===== src/rtl/kpwc_pkg.sv =====
// ============================================================================
// kpwc_pkg
// Shared types, constants and base-code table for the k-mer pair window
// counter: item and result payloads, controller commands and status.
// ============================================================================
package kpwc_pkg;

    // Default sizing, handed to the top level parameters
    localparam int DEF_MAX_K      = 4;
    localparam int DEF_MAX_N      = 16;
    localparam int DEF_COUNT_BITS = 32;

    // Configuration register reset values
    localparam logic [2:0] KMER_LENGTH_RESET  = 3'd3;
    localparam logic [4:0] MAX_DISTANCE_RESET = 5'd5;

    // Configuration register indexes (paddr[2])
    localparam logic REG_KMER_LENGTH  = 1'b0;
    localparam logic REG_MAX_DISTANCE = 1'b1;

    // Operation codes
    localparam logic OP_FEED = 1'b0;
    localparam logic OP_READ = 1'b1;

    // Base code table: bit 2 flags an invalid code, bits 1:0 carry the base value
    localparam logic [2:0] BASE_LUT [16] = '{
        3'b100, 3'b000, 3'b001, 3'b100, 3'b010, 3'b100, 3'b100, 3'b100,
        3'b011, 3'b100, 3'b100, 3'b100, 3'b100, 3'b100, 3'b100, 3'b100
    };

    typedef struct packed {
        logic       operation;
        logic [7:0] base_code;
        logic       seq_first;
        logic [7:0] row_kmer;
        logic [7:0] col_kmer;
    } in_t;

    typedef struct packed {
        logic [31:0] pair_count;
        logic [4:0]  pairs_added;
    } out_t;

    // Controller to datapath
    typedef struct packed {
        logic clear;    // one step of the count store clearing pass
        logic load;     // take the input item
        logic issue;    // issue one pair step
        logic rd;       // issue the count read
        logic finish;   // deliver the result, commit history
    } cmd_t;

    // Datapath to controller
    typedef struct packed {
        logic clr_last;
        logic steps_zero;
    } sts_t;

endpackage


===== src/rtl/kpwc_ctrl.sv =====
// ============================================================================
// kpwc_ctrl
// Sequencer for the k-mer pair window counter: clearing pass after reset,
// item intake, pair update loop, count read and result delivery.
// ============================================================================
module kpwc_ctrl
(
    input  logic           clk,
    input  logic           rst_n,
    input  logic           start,
    input  logic           operation,
    output logic           busy,
    output kpwc_pkg::cmd_t cmd,
    input  kpwc_pkg::sts_t sts
);
    import kpwc_pkg::*;

    localparam logic [2:0] S_CLEAR = 3'd0;
    localparam logic [2:0] S_IDLE  = 3'd1;
    localparam logic [2:0] S_READ  = 3'd2;
    localparam logic [2:0] S_LOOP  = 3'd3;
    localparam logic [2:0] S_DONE  = 3'd4;

    logic [2:0] state_reg;
    logic [2:0] state_next;

    always_comb
    begin
        cmd        = '0;
        state_next = state_reg;
        unique case (state_reg)
            S_CLEAR:
            begin
                cmd.clear = 1'b1;
                if (sts.clr_last)
                begin
                    state_next = S_IDLE;
                end
            end
            S_IDLE:
            begin
                if (start)
                begin
                    cmd.load   = 1'b1;
                    state_next = (operation == OP_READ) ? S_READ : S_LOOP;
                end
            end
            S_READ:
            begin
                cmd.rd     = 1'b1;
                state_next = S_DONE;
            end
            S_LOOP:
            begin
                // the last issued step completes in the cycle that sees zero
                if (sts.steps_zero)
                begin
                    state_next = S_DONE;
                end
                else
                begin
                    cmd.issue = 1'b1;
                end
            end
            S_DONE:
            begin
                cmd.finish = 1'b1;
                state_next = S_IDLE;
            end
            default:
            begin
                state_next = S_IDLE;
            end
        endcase
    end

    always_ff @(posedge clk or negedge rst_n)
    begin
        if (!rst_n)
        begin
            state_reg <= S_CLEAR;
        end
        else
        begin
            state_reg <= state_next;
        end
    end

    assign busy = (state_reg != S_IDLE);

endmodule


===== config.mk =====
export PLATFORM = sky130hd
export DESIGN_NAME = kpwc_ctrl
export DESIGN_NICKNAME = d
export VERILOG_FILES = /design/src/rtl/kpwc_pkg.sv /design/src/rtl/kpwc_ctrl.sv
export SDC_FILE = /design/constraint.sdc
export NUM_CORES = 1
export LEC_CHECK = 0
export BUFFER_PORTS_ARGS = -buffer_cell sky130_fd_sc_hd__buf_2
export CORE_AREA = 2 2 39 41
export CTS_CLUSTER_DIAMETER = 100
export DETAILED_ROUTE_END_ITERATION = 8
export DIE_AREA = 0 0 41 43
export PLACE_DENSITY = 0.43
export SLEW_MARGIN = 20
export SYNTH_ARGS = -nofsm -noshare
export SYNTH_HDL_FRONTEND = slang
export SYNTH_SLANG_ARGS = --single-unit

===== constraint.sdc =====
create_clock -name clk -period 1.1 [get_ports clk]
set_input_delay 0.055 -clock clk [delete_from_list [all_inputs] [get_ports clk]]
set_output_delay 0.055 -clock clk [all_outputs]
set_load 0.05 [all_outputs]

==> results of run 1 <==
## area by class of cell
class	instances	share of cell area (%)
Multi-Input combinational cell	17	34.1
Timing Repair Buffer	17	35.9
Clock buffer	4	6.23
Sequential cell	3	18.1
Inverter	1	0.890
Tap cell	16	4.75
## metal layers
metal	track usage (%)	wire length, um	up-vias	share of wire (%)
met5	0	0	-	0
met4	4.00	0	0	0
met3	9.42	76	0	13
met2	10.3	246	12	42
met1	11.3	259	105	45
li1	-	-	112	-
## cell usage after synthesis
| master | number |
|---|---|
| nand3b_1 | 1 |
| nand2_1 | 2 |
| nor3_1 | 1 |
| and3_1 | 1 |
| nand2b_1 | 2 |
| o22ai_1 | 1 |
| buf_6 | 1 |
| nor2b_1 | 1 |
| dfrtp_1 | 3 |
| nor2_1 | 6 |
| o311ai_2 | 1 |
| or2_1 | 1 |
| inv_1 | 1 |
## per-stage QoR
step	instances	util, %	hold WS, ps	worst slack (ps)
after floorplan	22	-	-241	-182
after global placement	51	21.2	-146	-2.89
after detailed placement	51	21.2	-145	-1.65
after CTS	57	27.6	133	-109
after global routing	58	30.5	162	-151
final	58	30.5	133	-114
## worst max path at each step
stage / from / endpoint / cells past startpoint
after detailed placement: state_reg[1] / cmd[3] / 3
final: state_reg[1] / cmd[3] / 3
after floorplan: state_reg[2] / cmd[2] / 2
after CTS: state_reg[2] / cmd[3] / 3
after global placement: state_reg[2] / cmd[3] / 3
after global routing: state_reg[1] / cmd[3] / 3
## repair_timing
item,in CTS,in global routing
endpoints found under the setup margin,6,6
gates resized for setup,15,11
pin swaps,3,2
gates cloned,0,0
hold buffers,1,0
buffers inserted,1,1
hold endpoints to repair,3,0
## logic make-up (layout without fill, tap and decap cells)
kind of cell,count (synthesis),after routing,share of synthesized area (%)
flops,3,3,40.3
simple gates,15,15,39.6
compound gates,2,2,12.1
buf+inv,2,22,8.05
## power by group
| part | total, mW | internal, mW | switching [mW] |
|---|---|---|---|
| Clock | 0.207 | 0.137 | 0.0698 |
| Combinational | 1.15 | 0.498 | 0.648 |
| Sequential | 0.227 | 0.166 | 0.0614 |
## critical path, delay by kind of cell, from the launching register on
kind | cells | cell delay (ps)
and+or+nand+nor | 2 | 390
buffers and inverters | 1 | 150
DFF | 1 | 380
==> metrics.md, run 1 <==
| Metric | Value |
|---|---|
| Critical path cell sequence | `or2_4 -> nor2_4 -> buf_8` |
| H-Tree Depth | `1` |
| Post-route setup slack | `-114 ps` |
| Clk slew on worst S/H paths | `40 ps` |
| Number of synthesized register bits | `3` |
| IR drop worst, VDD | `1590 uV` |
| Wire per inst | `10.0 um` |
| Final Wtd Congestion | `0.666` |
| Slew Limit Fails | `0` |
| CP max stage delay | `380 ps` |
| Area of the multi-input gates | `144 um2` |
| Post-route minimum period | `1210 ps` |
| IO Count | `12` |
| Die height | `43 um` |
| Path depth of the worst reg2reg path | `3` |
| CTS buffer count | `3` |
| Die Wd | `41 um` |
| WS Path Type | `flop to output port` |
| Grt ovf | `0` |
| Leakage | `0.186 nW` |
| Placement Rows | `14` |
| Pin count of the biggest net entering global routing | `10` |
| Filler Cell Count | `151` |
| Layout Skew | `2.03 ps` |
| Initial drt markers | `0` |
| Via count | `229` |
| Number of nets still failing antenna checks after routing | `0` |
| Core box area | `1380 um2` |
| Slew headroom | `85.4%` |
| Clock sink count | `3` |
| Critical path startpoint category | `flop` |
| Vias in the first global route | `233` |
| Max_cap viols | `0` |
| Final setup TNS | `-413 ps` |
| Post-DP Area | `293 um2` |
| Layout Cell Area excl Fill | `422 um2` |
| Die area | `1760 um2` |
| Synth area leaders | `dfrtp_1 40%, nor2_1 12%, o311ai_2 8.7%` |
| Slowest-stage cell, CP | `dfrtp_1` |
| Final setup viols | `6` |
| Max FFs per register | `3` |
| Routed WL | `582 um` |
| Leading cell types in the layout, fill and taps excluded | `7 x buf_6, 5 x buf_2, 3 x nor2_4, 3 x clkbuf_4, 3 x buf_4` |
| Critical Path AT | `1160 ps` |
| First-pass GRT wire length | `979 um` |
| Root Driver | `clkbuf_4` |
| Initial antenna violation count | `0` |
| Failing checks | `negative setup slack` |
| Status | `finished, violations left` |
| Post-synthesis cell count | `22` |
| Yosys top cell by area | `dfrtp_1` |
| Worst r2r src | `state_reg[0]` |
| Commonest non-fill, non-tap cell in the layout | `buf_6` |
| Initial Util | `13.5%` |
| Post-synth top area share | `40.3%` |
| Fmax | `824 MHz` |
| N_diodes | `0` |
| Worst R2R Setup Slack | `40 ps` |
| Syn. warnings | `0` |
| CP max FO | `3` |
| FF-to-FF End | `state_reg[0]` |
| CTS tree | `built` |
| P per Cell Area | `3750 nW/um2` |
| Synth cell types | `13` |
| Required @ worst endpoint | `1040 ps` |
| Register area share after synthesis | `40.3%` |
| Avg Cell Area, Syn | `8.47 um2` |
| Longest Clk Path Bufs | `2` |
| Nets | `49` |
| Synth Cell Area | `186 um2` |
| Worst-Skew Late Latency | `240 ps` |
| Worst hold path type | `input port to async pin` |
| Pin slew with the least headroom to its limit | `218 ps` |
| I/O Buffers | `11` |
| Tot GR Track Use | `9.26%` |
| Area grow syn2layout | `126%` |
| Worst Setup End Kind | `output port` |
| Drt first pass iters | `1` |
| Hpwl dp | `365 um` |
| Register area | `76.3 um2` |
| Share of cells above drive strength 1 | `71.4%` |
| Total power | `1.58 mW` |
| Mapped Nets | `28` |
| Period utilization | `110%` |
| Final Hold Viols | `0` |
| Remaining routing DRC violations | `0` |
| RSZ-0062 raised after global routing | `true` |
| Avg Vias per Cell | `3.95` |
Power figures use the tool's default switching activity.
==> run 2, diff against run 1 <==
--- a/config.mk
+++ b/config.mk
@@ -5,12 +5,12 @@
 export SDC_FILE = /design/constraint.sdc
 export NUM_CORES = 1
 export LEC_CHECK = 0
-export BUFFER_PORTS_ARGS = -buffer_cell sky130_fd_sc_hd__buf_2
 export CORE_AREA = 2 2 39 41
 export CTS_CLUSTER_DIAMETER = 100
 export DETAILED_ROUTE_END_ITERATION = 8
 export DIE_AREA = 0 0 41 43
-export PLACE_DENSITY = 0.43
+export DONT_BUFFER_PORTS = 1
+export PLACE_DENSITY = 0.35
 export SLEW_MARGIN = 20
 export SYNTH_ARGS = -nofsm -noshare
 export SYNTH_HDL_FRONTEND = slang
==> run 2 against run 1 <==
Effect of this change:
- the flow still finishes with violations (negative setup slack)
- die area unchanged
- non-clock buffer count decreased by 8
- sequential cell count unchanged
- via count decreased by 12%
- critical path type unchanged
- largest cell class is now multi-input combinational cells
==> metrics.md, run 2 (same netlist as run 1, synthesis figures left out) <==
| Metric | Value |
|---|---|
| Register area | `76.3 um2` |
| Worst R2R Setup Slack | `140 ps` |
| RSZ-0062 raised after global routing | `true` |
| Initial drt markers | `0` |
| Placement Rows | `14` |
| CTS buffer count | `3` |
| Max FFs per register | `3` |
| Vias in the first global route | `240` |
| Final setup TNS | `-434 ps` |
| N_diodes | `0` |
| H-Tree Depth | `1` |
| Failing checks | `negative setup slack` |
| Avg Vias per Cell | `4.04` |
| WS Path Type | `flop to output port` |
| Clk slew on worst S/H paths | `40 ps` |
| Drt first pass iters | `1` |
| Slew Limit Fails | `0` |
| Wire per inst | `10.6 um` |
| Via count | `202` |
| Routed WL | `529 um` |
| Start point of the worst hold path | `sts[1]` |
| Critical path cell sequence | `or2_4 -> nor2_4 -> buf_12` |
| Period utilization | `110%` |
| Share of cells above drive strength 1 | `58.8%` |
| Filler Cell Count | `156` |
| Fmax | `826 MHz` |
| Core box area | `1380 um2` |
| Area of the multi-input gates | `136 um2` |
| Clock sink count | `3` |
| Area grow syn2layout | `102%` |
| CP max FO | `4` |
| Worst Hold Depth | `2` |
| Grt ovf | `0` |
| Die height | `43 um` |
| Number of nets still failing antenna checks after routing | `0` |
| Final setup viols | `6` |
| Critical path startpoint category | `flop` |
| Post-route setup slack | `-110 ps` |
| First-pass GRT wire length | `972 um` |
| Die area | `1760 um2` |
| Final Hold Viols | `0` |
| IO Count | `12` |
| Path depth of the worst reg2reg path | `2` |
| FF-to-FF End | `state_reg[0]` |
| Worst r2r src | `state_reg[0]` |
| Worst Setup End Kind | `output port` |
| CTS tree | `built` |
| Critical path startpoint | `state_reg[2]` |
| Final Wtd Congestion | `0.704` |
| Layout Skew | `2.99 ps` |
| Die Wd | `41 um` |
| Hpwl dp | `415 um` |
| Pin slew with the least headroom to its limit | `199 ps` |
| Tot GR Track Use | `9.05%` |
| Post-route minimum period | `1210 ps` |
| Root Driver | `clkbuf_4` |
| Worst-Skew Late Latency | `240 ps` |
| Pin count of the biggest net entering global routing | `9` |
| Commonest non-fill, non-tap cell in the layout | `buf_6` |
| Slew headroom | `86.7%` |
| Initial Util | `13.5%` |
| Status | `finished, violations left` |
| Endpoint, Worst Hold | `state_reg[0]` |
| Longest Clk Path Bufs | `2` |
| Max_cap viols | `0` |
| Initial antenna violation count | `0` |
| Slowest-stage cell, CP | `dfrtp_1` |
| CP max stage delay | `390 ps` |
| I/O Buffers | `0` |
| Nets | `41` |
| Critical Path AT | `1160 ps` |
| Worst hold path type | `input port to flop` |
| Remaining routing DRC violations | `0` |
| Required @ worst endpoint | `1040 ps` |
| Leading cell types in the layout, fill and taps excluded | `5 x buf_6, 3 x nor2_4, 3 x clkbuf_4` |
run 2: final cells by class:
cell class                      count  share of cell area [%]
Timing Repair Buffer                9                    30.2
Multi-Input combinational cell     17                    36.2
Sequential cell                     3                    20.3
Tap cell                           16                    5.32
Clock buffer                        4                    6.98
Inverter                            1                   0.997
run 2: metrics by stage:
stage	area, um2	utilization [%]	hold WS, ps	cells	worst slack, ps
global placement	300	21.7	-240	45	85.0
detailed placement	300	21.7	-240	45	64.3
floorplan	206	-	-241	22	-182
CTS	362	26.1	44.9	50	-126
finish	377	27.2	51.5	50	-110
global route	377	27.2	64.3	50	-172
run 2: critical path, delay by kind of cell, from the launching register on:
kind                   cells  cell delay (ps)
buffers and inverters      1              140
DFF                        1              390
and+or+nand+nor            2              380
run 2: per-layer routing:
layer  track usage [%]  vias up  share of wire [%]
li1                  -       97                  -
met1              9.03       93                 37
met2              11.6       10                 50
met3              5.24        2                9.5
met4              10.0        0                3.6
met5                 0        -                  0
run 2: repair_timing:
item,CTS,global route
pin swaps,2,0
setup endpoints to repair,6,6
hold endpoints to repair,3,0
hold buffers,1,0
gates cloned,0,0
setup buffers,0,0
resized for setup,8,3
run 2: how the worst max path moves through the flow:
| stage | to | slack (ps) | cells after the start |
|---|---|---|---|
| 3_5_place_dp | cmd[3] | 60 | 3 |
| 6_report | cmd[3] | -110 | 3 |
| 4_1_cts | cmd[3] | -130 | 3 |
| 2_1_floorplan | cmd[2] | -180 | 2 |
| 5_1_grt | cmd[3] | -170 | 3 |
| 3_3_place_gp | cmd[3] | 80 | 3 |
Power of run 2 is left out: the tool's default activity adds up to more than one toggle a clock period on the data nets, which glitch-free logic cannot reach.
==> run 3, diff against run 2 <==
--- a/config.mk
+++ b/config.mk
@@ -10,6 +10,7 @@
 export DETAILED_ROUTE_END_ITERATION = 8
 export DIE_AREA = 0 0 41 43
 export DONT_BUFFER_PORTS = 1
+export HOLD_SLACK_MARGIN = 0.06
 export PLACE_DENSITY = 0.35
 export SLEW_MARGIN = 20
 export SYNTH_ARGS = -nofsm -noshare
==> run 3 against run 2 <==
Effect of this change:
- the flow still finishes with violations (negative setup slack)
- sequential share of layout area down 1.0 points
- fmax about the same
- critical path depth unchanged
- register-to-register slack about the same
- final cell count up 4.0%
- routed wire length up 0.95%
- non-clock buffer count up 2
- critical path type unchanged
- largest cell class unchanged
==> metrics.md, run 3 (same netlist as run 1, synthesis figures left out) <==
| Metric | Value |
|---|---|
| Tot GR Track Use | `9.25%` |
| Vias in the first global route | `250` |
| Initial Util | `13.5%` |
| Hpwl dp | `415 um` |
| Clk slew on worst S/H paths | `40 ps` |
| Slew Limit Fails | `0` |
| Hold_ws | `76.1 ps` |
| Pin count of the biggest net entering global routing | `9` |
| Area grow syn2layout | `113%` |
| Remaining routing DRC violations | `0` |
| GR Util met1 | `9.35%` |
| Period utilization | `110%` |
| Share of cells above drive strength 1 | `55.6%` |
| Gr busiest metal | `met2` |
| Die Wd | `41 um` |
| Fmax | `826 MHz` |
| Final Hold Viols | `0` |
| Crit path max-delay family | `flip-flops` |
| FF-to-FF End | `state_reg[0]` |
| Path depth of the worst reg2reg path | `2` |
| Initial antenna violation count | `0` |
| Max FFs per register | `3` |
| Die area | `1760 um2` |
| Slew headroom | `86.7%` |
| Worst R2R Setup Slack | `140 ps` |
| Clock sink count | `3` |
| Layout Skew | `4.84 ps` |
| # Post-CTS Setup Buffers | `0` |
| Die height | `43 um` |
| H-Tree Depth | `1` |
| IO Count | `12` |
| Routed WL | `534 um` |
| I/O Buffers | `0` |
| Met3 Usage GRT | `5.24%` |
| Post-route setup slack | `-111 ps` |
| CP max stage delay | `400 ps` |
| Final core occ | `28.7%` |
| Filler Cell Count | `156` |
| Root Driver | `clkbuf_4` |
| CP max FO | `4` |
| Worst hold path type | `input port to async pin` |
| Number of nets still failing antenna checks after routing | `0` |
| Placement Rows | `14` |
| First-pass GRT wire length | `1000 um` |
| Buf/Inv on CP | `1` |
| Final Wtd Congestion | `0.704` |
| Final setup viols | `6` |
| Grt ovf | `0` |
| Post-route minimum period | `1210 ps` |
| Final Instance Count excl. Fillers | `52` |
| Worst r2r src | `state_reg[0]` |
| Register area | `76.3 um2` |
| Critical path startpoint category | `flop` |
| Avg Vias per Cell | `4.13` |
| Commonest non-fill, non-tap cell in the layout | `buf_6` |
| Leading cell types in the layout, fill and taps excluded | `5 x buf_6, 3 x nor2_4, 3 x clkbuf_4, 3 x dlygate4sd3_1` |
| Dpl cells | `45` |
| Worst Setup End Kind | `output port` |
| Required @ worst endpoint | `1040 ps` |
| Via count | `215` |
| Status | `finished, violations left` |
| Nets | `43` |
| WS Path Type | `flop to output port` |
| Max_cap viols | `0` |
| Longest Clk Path Bufs | `2` |
| GR Util met2 | `11.9%` |
| Area of the multi-input gates | `136 um2` |
| Critical path cell sequence | `or2_4 -> nor2_4 -> buf_12` |
| Worst slack at placement | `64.3 ps` |
| Pin slew with the least headroom to its limit | `199 ps` |
| CTS tree | `built` |
| N_diodes | `0` |
| Core box area | `1380 um2` |
| Worst-Skew Late Latency | `230 ps` |
| Slowest-stage cell, CP | `dfrtp_1` |
| Wire per inst | `10.3 um` |
| CTS buffer count | `3` |
| Critical Path AT | `1160 ps` |
| Drt first pass iters | `3` |
| Initial drt markers | `4` |
| Failing checks | `negative setup slack` |
| RSZ-0062 raised after global routing | `true` |
-- run 3: changes by cell type in the layout (fill, tap and decap cells not counted) --
cell,change
dlygate4sd3_1,+2
-- run 3: cell type report --
type                    instances  share of cell area (%)
inverters                       1                   0.946
repair buffers                 11                    33.8
well taps                      16                    5.05
flip-flops and latches          3                    19.2
clock buffers                   4                    6.62
multi-input cells              17                    34.4
-- run 3: worst max path at each step --
stage / start / endpoint / slack [ps] / cells past startpoint
finish: state_reg[2] / cmd[3] / -110 / 3
global route: state_reg[2] / cmd[3] / -170 / 3
CTS: state_reg[2] / cmd[3] / -130 / 3
detailed placement: state_reg[2] / cmd[3] / 60 / 3
global placement: state_reg[2] / cmd[3] / 80 / 3
floorplan: state_reg[2] / cmd[2] / -180 / 2
-- run 3: per-layer routing --
layer  wire length, um  vias up
met2               262       10
met4                19        0
met3                50        2
li1                  -      102
met1               200      101
met5                 0        -
-- run 3: timing repair --
action | CTS | global route
endpoints found under the setup margin | 6 | 6
pin swaps | 2 | 0
resized for setup | 8 | 3
endpoints found under the hold margin | 4 | 0
hold buffers | 3 | 0
-- run 3: metrics by stage --
stage / area (um2) / TNS, ps
global route: 397 / -825
floorplan: 206 / -445
CTS: 382 / -603
finish: 397 / -431
global placement: 300 / 0
detailed placement: 300 / 0
-- run 3: worst reg2reg max path, stage by stage (launching register included) --
cell and delay, ps:
dfrtp_2 450, and3_1 170, o311ai_2 230
Power of run 3 is left out for the same reason.
